`config.mk`:
```
export PLATFORM = sky130hd
export DESIGN_NAME = ppm_frame_decoder
export DESIGN_NICKNAME = d
export VERILOG_FILES = /design/src/sv/ppmfd_pkg.sv /design/src/sv/ppm_frame_decoder.sv /design/src/sv/ppmfd_slot_store.sv
export SDC_FILE = /design/constraint.sdc
export NUM_CORES = 1
export LEC_CHECK = 0
export ABC_AREA = 1
export BUFFER_PORTS_ARGS = -buffer_cell sky130_fd_sc_hd__buf_2
export CORE_MARGIN = 2
export CORE_UTILIZATION = 45
export CTS_CLUSTER_SIZE = 25
export DETAILED_ROUTE_END_ITERATION = 16
export SLEW_MARGIN = 25
export SYNTH_ARGS = -nofsm -noshare
export SYNTH_HDL_FRONTEND = slang
export SYNTH_HIERARCHICAL = 1
export SYNTH_SLANG_ARGS = --single-unit
```
`constraint.sdc`:
```
create_clock -name clk_i -period 4.9 [get_ports clk_i]
set_input_delay 1.225 -clock clk_i [delete_from_list [all_inputs] [get_ports clk_i]]
set_output_delay 1.225 -clock clk_i [all_outputs]
set_load 0.005 [all_outputs]
```
`src/sv/ppmfd_pkg.sv`:
```
package ppmfd_pkg;

  // Field widths of the stream payloads and the configuration port.
  localparam int StampW   = 16;
  localparam int ChanSelW = 3;
  localparam int ValueW   = 15;
  localparam int CfgAddrW = 2;
  localparam int CfgDataW = 16;
  localparam int InDataW  = 24;
  localparam int OutDataW = 16;

  // Register values after reset.
  localparam logic [StampW-1:0] WrapPeriodReset    = 16'd40000;
  localparam logic [StampW-1:0] SyncThresholdReset = 16'd8000;
  localparam logic [ValueW-1:0] ClampLowReset      = 15'd1000;
  localparam logic [ValueW-1:0] ClampHighReset     = 15'd2000;
  localparam logic [StampW-1:0] SlotResetValue     = 16'd2400;

  typedef enum logic {
    CMD_CAPTURE = 1'b0,
    CMD_READ    = 1'b1
  } cmd_e;

  typedef enum logic [CfgAddrW-1:0] {
    REG_WRAP_PERIOD    = 2'd0,
    REG_SYNC_THRESHOLD = 2'd1,
    REG_CLAMP_LOW      = 2'd2,
    REG_CLAMP_HIGH     = 2'd3
  } reg_idx_e;

  // Write request into the channel slot store.
  typedef struct packed {
    logic              en;
    logic [StampW-1:0] data;
  } slot_wr_t;

endpackage

```
`src/sv/ppm_frame_decoder.sv`:
```
// A result passes through the input register and then the result register before it is offered.
// Throughput: one item per cycle while the output is not stalled, set by the single subtract, compare and slot write.
// The input register keeps taking one item while a result waits on a stalled output.
// Reset is asynchronous and active low: registers return to their defaults, all slots
// hold 2400, the slot index, last timestamp and ready flag clear, both stages empty.
module ppm_frame_decoder
  import ppmfd_pkg::*;
#(
  parameter int CHANNELS = 8
) (
  input  logic                clk_i,
  input  logic                rst_ni,
  input  logic                cfg_we_i,
  input  logic [CfgAddrW-1:0] cfg_addr_i,
  input  logic [CfgDataW-1:0] cfg_wdata_i,
  input  logic                s_axis_tvalid_i,
  output logic                s_axis_tready_o,
  // [15:0] timestamp, [18:16] channel, [23:19] zero
  input  logic [InDataW-1:0]  s_axis_tdata_i,
  // [0] command
  input  logic                s_axis_tuser_i,
  output logic                m_axis_tvalid_o,
  input  logic                m_axis_tready_i,
  // [14:0] channel_value, [15] frame_ready
  output logic [OutDataW-1:0] m_axis_tdata_o
);

  localparam int IdxW = $clog2(CHANNELS + 1);

  // Configuration registers. The user must write them only while the block is idle; the block does not enforce this.
  logic [StampW-1:0] wrap_q, sync_q;
  logic [ValueW-1:0] clamp_low_q, clamp_high_q;

  always_ff @(posedge clk_i or negedge rst_ni) begin
    if (!rst_ni) begin
      wrap_q       <= WrapPeriodReset;
      sync_q       <= SyncThresholdReset;
      clamp_low_q  <= ClampLowReset;
      clamp_high_q <= ClampHighReset;
    end else if (cfg_we_i) begin
      unique case (reg_idx_e'(cfg_addr_i))
        REG_WRAP_PERIOD:    wrap_q       <= cfg_wdata_i;
        REG_SYNC_THRESHOLD: sync_q       <= cfg_wdata_i;
        REG_CLAMP_LOW:      clamp_low_q  <= cfg_wdata_i[ValueW-1:0];
        REG_CLAMP_HIGH:     clamp_high_q <= cfg_wdata_i[ValueW-1:0];
      endcase
    end
  end

  // Input register stage. It drains whenever the result register can load, so a
  // new transaction is taken in the same cycle that the previous item moves on.
  logic               item_valid_q, item_valid_d;
  cmd_e               item_cmd_q;
  logic [StampW-1:0]  item_stamp_q;
  logic [ChanSelW-1:0] item_chan_q;
  logic               in_accept, out_load;
  logic               out_valid_q, out_valid_d;

  assign out_load        = item_valid_q && (!out_valid_q || m_axis_tready_i);
  assign s_axis_tready_o = !item_valid_q || out_load;
  assign in_accept       = s_axis_tvalid_i && s_axis_tready_o;

  always_comb begin
    item_valid_d = item_valid_q;
    if (in_accept) begin
      item_valid_d = 1'b1;
    end else if (out_load) begin
      item_valid_d = 1'b0;
    end
  end

  always_ff @(posedge clk_i or negedge rst_ni) begin
    if (!rst_ni) begin
      item_valid_q <= 1'b0;
    end else begin
      item_valid_q <= item_valid_d;
    end
  end

  always_ff @(posedge clk_i) begin
    if (in_accept) begin
      item_cmd_q   <= cmd_e'(s_axis_tuser_i);
      item_stamp_q <= s_axis_tdata_i[StampW-1:0];
      item_chan_q  <= s_axis_tdata_i[StampW +: ChanSelW];
    end
  end

  // Decoder state. It advances when an item moves into the result register.
  logic [StampW-1:0] last_stamp_q, last_stamp_d;
  logic [IdxW-1:0]   slot_idx_q, slot_idx_d;
  logic              ready_q, ready_d;

  logic [StampW-1:0] interval;
  logic              is_sync, slot_room, do_capture, do_read;
  slot_wr_t          slot_wr;
  logic [ValueW-1:0] rd_value;

  // Interval to the previous edge. When the timer has wrapped, one period is added;
  // the sum is kept modulo 2^16 like the timer itself.
  assign interval   = item_stamp_q - last_stamp_q
                      + ((item_stamp_q < last_stamp_q) ? wrap_q : '0);
  assign is_sync    = interval > sync_q;
  assign slot_room  = slot_idx_q < IdxW'(CHANNELS);
  assign do_capture = out_load && (item_cmd_q == CMD_CAPTURE);
  assign do_read    = out_load && (item_cmd_q == CMD_READ);

  // Pulses that arrive after all slots are filled are dropped until the next sync.
  assign slot_wr.en   = do_capture && !is_sync && slot_room;
  assign slot_wr.data = interval;

  always_comb begin
    last_stamp_d = last_stamp_q;
    slot_idx_d   = slot_idx_q;
    ready_d      = ready_q;
    if (do_capture) begin
      last_stamp_d = item_stamp_q;
      if (is_sync) begin
        slot_idx_d = '0;
        ready_d    = 1'b1;
      end else if (slot_room) begin
        slot_idx_d = slot_idx_q + 1'b1;
        if (slot_idx_q == IdxW'(CHANNELS - 1)) begin
          ready_d = 1'b1;
        end
      end
    end else if (do_read) begin
      ready_d = 1'b0;
    end
  end

  always_ff @(posedge clk_i or negedge rst_ni) begin
    if (!rst_ni) begin
      last_stamp_q <= '0;
      slot_idx_q   <= '0;
      ready_q      <= 1'b0;
    end else begin
      last_stamp_q <= last_stamp_d;
      slot_idx_q   <= slot_idx_d;
      ready_q      <= ready_d;
    end
  end

  ppmfd_slot_store #(
    .CHANNELS (CHANNELS)
  ) u_slot_store (
    .clk_i        (clk_i),
    .rst_ni       (rst_ni),
    .wr_i         (slot_wr),
    .wr_idx_i     (slot_idx_q),
    .rd_chan_i    (item_chan_q),
    .clamp_low_i  (clamp_low_q),
    .clamp_high_i (clamp_high_q),
    .rd_value_o   (rd_value)
  );

  // Result register. The reported flag is the one that stood before the item.
  logic [ValueW-1:0] out_value_q;
  logic              out_flag_q;

  always_comb begin
    out_valid_d = out_valid_q;
    if (out_load) begin
      out_valid_d = 1'b1;
    end else if (m_axis_tready_i) begin
      out_valid_d = 1'b0;
    end
  end

  always_ff @(posedge clk_i or negedge rst_ni) begin
    if (!rst_ni) begin
      out_valid_q <= 1'b0;
    end else begin
      out_valid_q <= out_valid_d;
    end
  end

  always_ff @(posedge clk_i) begin
    if (out_load) begin
      out_value_q <= (item_cmd_q == CMD_READ) ? rd_value : '0;
      out_flag_q  <= ready_q;
    end
  end

  assign m_axis_tvalid_o = out_valid_q;
  assign m_axis_tdata_o  = {out_flag_q, out_value_q};

  // The slot index never runs past the channel count.
  assert property (@(posedge clk_i) disable iff (!rst_ni)
    slot_idx_q <= IdxW'(CHANNELS))
    else $error("slot index beyond channel count");

  // A read always leaves the ready flag clear.
  assert property (@(posedge clk_i) disable iff (!rst_ni)
    do_read |=> !ready_q)
    else $error("ready flag not cleared by read");

  // A capture result carries a zero channel value.
  assert property (@(posedge clk_i) disable iff (!rst_ni)
    do_capture |=> (out_value_q == '0))
    else $error("capture result has nonzero value");

  // Filling the last slot raises the ready flag.
  assert property (@(posedge clk_i) disable iff (!rst_ni)
    (slot_wr.en && slot_idx_q == IdxW'(CHANNELS - 1)) |=> ready_q)
    else $error("ready flag not set on last slot");

  // An empty input register always takes a transaction.
  assert property (@(posedge clk_i) disable iff (!rst_ni)
    !item_valid_q |-> s_axis_tready_o)
    else $error("input stalled while input register empty");

endmodule

```
`src/sv/ppmfd_slot_store.sv`:
```
module ppmfd_slot_store
  import ppmfd_pkg::*;
#(
  parameter int CHANNELS = 8
) (
  input  logic                            clk_i,
  input  logic                            rst_ni,
  input  slot_wr_t                        wr_i,
  input  logic [$clog2(CHANNELS+1)-1:0]   wr_idx_i,
  input  logic [ChanSelW-1:0]             rd_chan_i,
  input  logic [ValueW-1:0]               clamp_low_i,
  input  logic [ValueW-1:0]               clamp_high_i,
  output logic [ValueW-1:0]               rd_value_o
);

  localparam int IdxW = $clog2(CHANNELS + 1);
  localparam int CmpW = (ChanSelW > IdxW) ? ChanSelW : IdxW;

  logic [StampW-1:0] slots_q [CHANNELS];
  logic [StampW-1:0] raw;
  logic [ValueW-1:0] half;

  always_ff @(posedge clk_i or negedge rst_ni) begin
    if (!rst_ni) begin
      for (int i = 0; i < CHANNELS; i++) begin
        slots_q[i] <= SlotResetValue;
      end
    end else if (wr_i.en) begin
      for (int i = 0; i < CHANNELS; i++) begin
        if (wr_idx_i == IdxW'(i)) begin
          slots_q[i] <= wr_i.data;
        end
      end
    end
  end

  // A channel outside the configured slots reads as zero.
  always_comb begin
    raw = '0;
    for (int i = 0; i < CHANNELS; i++) begin
      if (CmpW'(rd_chan_i) == CmpW'(i)) begin
        raw = slots_q[i];
      end
    end
  end

  assign half = raw[StampW-1:1];

  // With inverted bounds, values below the low bound read as the low bound, all others as the high bound.
  always_comb begin
    priority if (half < clamp_low_i) begin
      rd_value_o = clamp_low_i;
    end else if (half > clamp_high_i) begin
      rd_value_o = clamp_high_i;
    end else begin
      rd_value_o = half;
    end
  end

endmodule

```
## Word level (Yosys, flattened, before mapping)

Cells that the tools add are included.

| word-level totals | value |
|---|---|
| logic and storage cells | 104 |
| register bits after elaboration | 249 |
| output and inout port bits | 18 |

| operators by class | value |
|---|---|
| bitwise operators | 1 |
| magnitude comparators | 5 |
| muxes and demuxes | 22 |
| reduce and logical (&&, ||, !) cells | 32 |
| equality and inequality tests | 19 |
| add/sub/neg operators | 3 |

Operator list:

| operator | count |
|---|---|
| $mux W16 | 9 |
| $mux W15 | 2 |
| $reduce_and A2 Y1 | 13 |
| $add A16 B16 Y16 | 1 |
| $eq A4 B3 Y1 const B | 4 |
| $gt A16 B16 Y1 | 1 |
| $lt A16 B16 Y1 | 1 |
| $sub A16 B16 Y16 | 1 |
| $gt A15 B15 Y1 | 1 |
| $lt A15 B15 Y1 | 1 |
| $eq A3 B3 Y1 const B | 4 |
| $mux W1 | 9 |
| $eq A4 B2 Y1 const B | 2 |
| $mux W4 | 2 |
| $reduce_bool A2 Y1 | 4 |
| $eq A3 B2 Y1 const B | 2 |
| $logic_and A1 B1 Y1 | 6 |
| $add A4 B1 Y4 const B | 1 |
| $eq A2 B2 Y1 const B | 2 |
| $eq A4 B1 Y1 const B | 1 |
| $logic_not A4 Y1 | 1 |
| $lt A4 B4 Y1 const B | 1 |
| $eq A3 B1 Y1 const B | 1 |
| $logic_not A1 Y1 | 3 |
| other kinds (8) | 9 |

## Depth between registers and ports, before layout

| depth | value |
|---|---|
| depth after elaboration | 12 |
| mapped depth | 42 |
| gate-level depth less buffers | 40 |

## Cells and area by module

Netlist, hierarchy kept.

By module, submodules not included:

| module | area an instance (um^2) | instances | cells each |
|---|---|---|---|
| ppm_frame_decoder | 6531.3 | 1 | 716 |
| ppmfd_slot_store | 6323.6 | 1 | 812 |

## Worst setup path after synthesis

Ideal clock, no wire load.

| timing path | value |
|---|---|
| kind | flip-flop to flip-flop |
| from | reg item_stamp_q[13] |
| to | reg u_slot_store/slots_q[15] (netlist bit) |
| setup time | 132 ps |
| path buffers | 3 |
| cell stages (with the launch flop) | 37 |
| data required time | 4768 ps |
| period minus slack after synthesis | 4992 ps |
| arrival | 4860 ps |
| slack | -92 ps |
| cell sequence | edfxtp_1 -> ha_1 -> nand2_1 -> inv_1 -> o21ai_0 -> nand2_1 -> nor2_2 -> and2_4 -> buf_6 -> buf_12 -> nand2_2 -> fa_1 -> fa_1 -> nand3b_1 -> nand2_1 -> a21oi_2 -> inv_2 -> nand2_2 -> nand2_2 -> nand3_2 -> nand2_1 -> nand2_1 -> nand2_1 -> inv_1 -> ha_1 -> nand2_1 -> nor3_1 -> nand3_1 -> nand2_1 -> nand2_1 -> nor2_4 -> nand2_1 -> nor2_1 -> nand2_1 -> clkbuf_1 -> nand2_1 -> o21ai_0 |

RTL lines:

| item | line | source |
|---|---|---|
| from (decl) | ppm_frame_decoder.sv:54 | `logic [StampW-1:0] item_stamp_q;` |
| from (signal assigned) | ppm_frame_decoder.sv:83 | `item_stamp_q <= s_axis_tdata_i[StampW-1:0];` |
| to (signal, indexed assignment) | ppmfd_slot_store.sv:26 | `slots_q[i] <= SlotResetValue;` |
| to (signal, indexed assignment) | ppmfd_slot_store.sv:31 | `slots_q[i] <= wr_i.data;` |
| to (decl) | ppmfd_slot_store.sv:19 | `logic [StampW-1:0] slots_q [CHANNELS];` |

==> impl_summary.log <==
[metrics] startpoint class of the critical path: register
[metrics] Pre-antenna DRT Iters: 6
[metrics] critical path endpoint category: register
[metrics] leading cell type in the layout, fill and taps excluded: sky130_fd_sc_hd__nand2_1
[metrics] peak fanout along the critical path: 7
[metrics] worst min-delay path category: reg -> reg
[metrics] routed via count divided by cell count: 5.11
[metrics] DRC errors left: 0
[metrics] fraction of layout instances using a drive strength above 1: 29.1%
[metrics] post-synthesis share of cell area spent on xor and xnor gates: 0.886%
[metrics] syn avg cell area: 8.41 um2
[metrics] worst slack on hold paths: 0.454 ns
[metrics] cell seen most often among critical-path stages: sky130_fd_sc_hd__nand2_2
[metrics] pwr/cell area: 653 nW/um2
[metrics] Internal Power: 0.00650 W
[metrics] largest net degree at the start of global routing: 93
[metrics] slack of the critical path: -0.147 ns
[metrics] capture point of the critical path: u_slot_store/slots_q[46]$_DFFE_PN0P_
[metrics] unrepaired setup endpoints after global routing: yes
[metrics] Setup Viol. Count Final: 110
[metrics] Port Buffers: 60
[metrics] peak clock frequency supported by timing: 198 MHz
[metrics] setup slack, reg-to-reg: -0.15 ns
[metrics] Remaining Overflow, GRT: 0
[metrics] post-synthesis cell count: 1528
[metrics] fraction of synthesis flops using an asynchronous set or reset pin: 85.1%
[metrics] vias in the first global route: 10.3k
[metrics] Inserted Clock Buffers: 27
[metrics] number of buffers inserted for hold repair after clock tree synthesis: 0
[metrics] net switching power figure: 0.00444 W
[metrics] clock insertion delay at the later pin of the skew report: 0.57 ns
[metrics] Clk network pwr share: 20.9%
[metrics] synthesized-area fraction occupied by ao, oa, aoi and oai cells: 12.4%
[metrics] reg-to-reg startpoint: item_stamp_q[15]$_DFFE_PP_
[metrics] Period minus WS final: 5.05 ns
[metrics] placed standard-cell area: 14300 um2
[metrics] fraction of met1 tracks used by global routing: 29.5%
[metrics] overall fraction of global-route tracks in use: 21.4%
[metrics] average detailed-routed wire length per instance: 16.2 um
[metrics] first-pass GRT wire length: 52400 um
[metrics] number of register bits inferred by synthesis: 241
[metrics] CTS tree: built
[metrics] Worst Setup SP: item_stamp_q[15]$_DFFE_PP_
[metrics] data arrival time of the worst path: 5.47 ns
[metrics] global-route track usage on met3: 2.68%
[metrics] post-synthesis instance area: 12900 um2
[metrics] count of H-tree levels built during CTS: 1
[metrics] total non-filler cell area in the finished layout: 16800 um2
[metrics] count of synthesis-stage warnings from yosys: 6
[metrics] most congested layer reported by global routing: met2
[metrics] Total Routed Length: 34100 um
[metrics] biggest cell delay along the critical path: 0.47 ns
[metrics] placer congestion estimate: 0.850
[metrics] sequential element share of the synthesized area: 48.9%
[metrics] initial standard-cell utilization of the core: 46.0%
[metrics] proportion of synthesized area in mux cells: 0%
[metrics] initial DRC count: 790
[metrics] count of final hold-check violations: 0
[metrics] switching power share of the total: 40.6%
[metrics] Adder-Cell Fraction of Synth Area: 9.83%
[metrics] number of distinct library cells after synthesis: 43
[metrics] most used cells in the layout excluding fill and tap cells: 389 x sky130_fd_sc_hd__nand2_1, 191 x sky130_fd_sc_hd__inv_1, 166 x sky130_fd_sc_hd__o21ai_0
[metrics] count of nets left with antenna violations after detail routing: 0
[metrics] violations in the final reports: negative setup slack
[metrics] number of max-capacitance violations reported: 0
[metrics] worst-margin pin slew: 0.896 ns
[metrics] period utilisation layout: 103%
[metrics] headroom to the max-slew limit: 40.2%
[metrics] required arrival time at the worst endpoint: 5.32 ns
[metrics] number of flops mapped to enable cells by yosys: 36
[metrics] crit path max-delay cell type: sky130_fd_sc_hd__fa_1
[metrics] net total in the final layout: 1843
[metrics] die boundary height: 173 um
[metrics] syn nets: 1668
[metrics] area of the die: 29900 um2
[metrics] number of vias in the routed layout: 10.7k
[metrics] maximum clock path buffer count: 3
[metrics] endpoint of the worst-slack reg-to-reg timing path: u_slot_store/slots_q[46]$_DFFE_PN0P_
[metrics] relative contribution of combinational cells to total power: 52.9%
[metrics] status: finished, violations left
[metrics] count of inserted antenna diode cells: 0
[metrics] area inside the core boundary: 27900 um2
[metrics] routing usage on met2: 35.5%
[metrics] R2R depth: 31
[metrics] clock input transition at the sequential cells of the worst setup and hold paths: 0.06 ns
[metrics] Max rail drop VDD: 0.000352 V
[metrics] root cell of the clock tree: sky130_fd_sc_hd__clkbuf_16
[metrics] sum of net half-perimeters after detailed placement: 21800 um
[metrics] max-slew violation count: 0
[metrics] Post-synth top flop: sky130_fd_sc_hd__dfrtp_1
[metrics] Worst Skew: 0.0193 ns
[metrics] area share of and/or/nand/nor cells after synthesis: 19.9%
[metrics] Top Ports: 66
[metrics] Clock Sinks: 241
[metrics] combinational family with the most area after synthesis: simple AND/OR/NAND/NOR gates
[metrics] number of inserted filler cells in the final layout: 2429
[metrics] initial antenna violation count: 0
[metrics] type of the worst setup path: reg -> reg
[metrics] layout overhead on the synthesized area: 30.4%
[metrics] portion of total power attributed to sequential cells: 26.2%
[metrics] leakage power: 8.16 nW
[metrics] Site Rows: 61
[metrics] die width: 173 um
state kept, by name, summed over array words and instances, names as in the netlist:
register / cells
clamp_low_q: 15
clamp_high_q: 15
item_cmd_q: 1
item_valid_q: 1
ready_q: 1
m_axis_tvalid_o: 1
out_flag_q: 1
item_stamp_q: 16
wrap_q: 16
last_stamp_q: 16
item_chan_q: 3
sync_q: 16
out_value_q: 15
u_slot_store/slots_q: 120
slot_idx_q: 4
stage by stage:
step           util (%)  worst slack, ns  std cells  total power (W)  TNS [ns]
2_1_floorplan         -         0.000161       1528          0.00545         0
3_3_place_gp       51.1           -0.299       2010          0.00726    -32.28
3_5_place_dp       51.1           -0.439       2010          0.00736    -47.81
4_1_cts            56.6           -0.109       2081           0.0103     -6.98
5_1_grt            60.0           -0.423       2102           0.0118    -42.98
6_report           60.0           -0.147       2102           0.0109     -5.71
how the worst min path moves through the flow:
stage	cells after the start	to	slack, ns	start
2_1_floorplan	0	out_flag_q$_DFFE_PP_	0.43	ready_q$_DFFE_PN0P_
3_3_place_gp	0	out_flag_q$_DFFE_PP_	0.43	ready_q$_DFFE_PN0P_
3_5_place_dp	0	out_flag_q$_DFFE_PP_	0.45	ready_q$_DFFE_PN0P_
4_1_cts	0	out_flag_q$_DFFE_PP_	0.45	ready_q$_DFFE_PN0P_
5_1_grt	0	out_flag_q$_DFFE_PP_	0.47	ready_q$_DFFE_PN0P_
6_report	0	out_flag_q$_DFFE_PP_	0.45	ready_q$_DFFE_PN0P_
routing by layer:
metal / wire length (um) / part of all wire [%]
met5: 0 / 0
met4: 1030 / 3.0
met1: 15300 / 45
met2: 16000 / 47
met3: 1730 / 5.1
power by group through the flow:
stage                     Combinational [W]  Clock, W  Sequential [W]
after global routing                0.00646   0.00242         0.00292
after detailed placement            0.00449         0         0.00287
after floorplan                     0.00264         0         0.00281
after global placement              0.00440         0         0.00285
final                               0.00579   0.00229         0.00287
after CTS                           0.00512   0.00233         0.00284
cell type report:
| cell class | count | area, um2 | area share, % |
|---|---|---|---|
| Multi-Input combinational cell | 1021 | 6490 | 38.7 |
| Clock buffer | 39 | 822 | 4.91 |
| Inverter | 208 | 785 | 4.68 |
| Timing Repair Buffer | 204 | 1710 | 10.2 |
| Clock inverter | 11 | 199 | 1.19 |
| Tap cell | 378 | 473 | 2.82 |
| Sequential cell | 241 | 6280 | 37.5 |
timing repair:
item,CTS,global route
setup buffers,18,10
cloned,3,11
gates resized for setup,102,165
endpoints found under the hold margin,0,0
endpoints found under the setup margin,120,125
pin swaps,24,30
worst max-delay path, delay by kind of cell (launching register included):
family	cells	cell delay [ns]
fa+ha+maj	4	1.32
buf+inv	5	0.60
xor+xnor	1	0.19
compound gates	4	0.57
simple gates	17	1.78
flops	1	0.43
cell usage after synthesis (4+ instances only):
| master | instances | area [um2] |
|---|---|---|
| sky130_fd_sc_hd__inv_2 | 4 | 15.0 |
| sky130_fd_sc_hd__nand2_2 | 12 | 75.1 |
| sky130_fd_sc_hd__o21ai_0 | 230 | 1150 |
| sky130_fd_sc_hd__nand2_1 | 451 | 1690 |
| sky130_fd_sc_hd__nand3_1 | 75 | 375 |
| sky130_fd_sc_hd__buf_2 | 7 | 35.0 |
| sky130_fd_sc_hd__dfrtp_1 | 150 | 3750 |
| sky130_fd_sc_hd__xor2_1 | 10 | 87.6 |
| sky130_fd_sc_hd__a21oi_1 | 55 | 275 |
| sky130_fd_sc_hd__edfxtp_1 | 36 | 1080 |
| sky130_fd_sc_hd__fa_1 | 15 | 300 |
| sky130_fd_sc_hd__nor3_2 | 4 | 40.0 |
| sky130_fd_sc_hd__ha_1 | 77 | 963 |
| sky130_fd_sc_hd__nand4_1 | 19 | 119 |
| sky130_fd_sc_hd__inv_1 | 204 | 766 |
| sky130_fd_sc_hd__nor3_1 | 6 | 30.0 |
| sky130_fd_sc_hd__dfstp_2 | 55 | 1450 |
| sky130_fd_sc_hd__nor2_1 | 28 | 105 |
| sky130_fd_sc_hd__clkbuf_1 | 46 | 173 |
cell families (layout without fill, tap and decap cells):
family / count (synthesis) / count (layout)
simple gates: 609 / 610
compound gates: 306 / 306
buf+inv: 267 / 462
flops: 241 / 241
fa+ha+maj: 92 / 92
xor+xnor: 13 / 13
No activity file was read; power rests on OpenSTA's default activity.
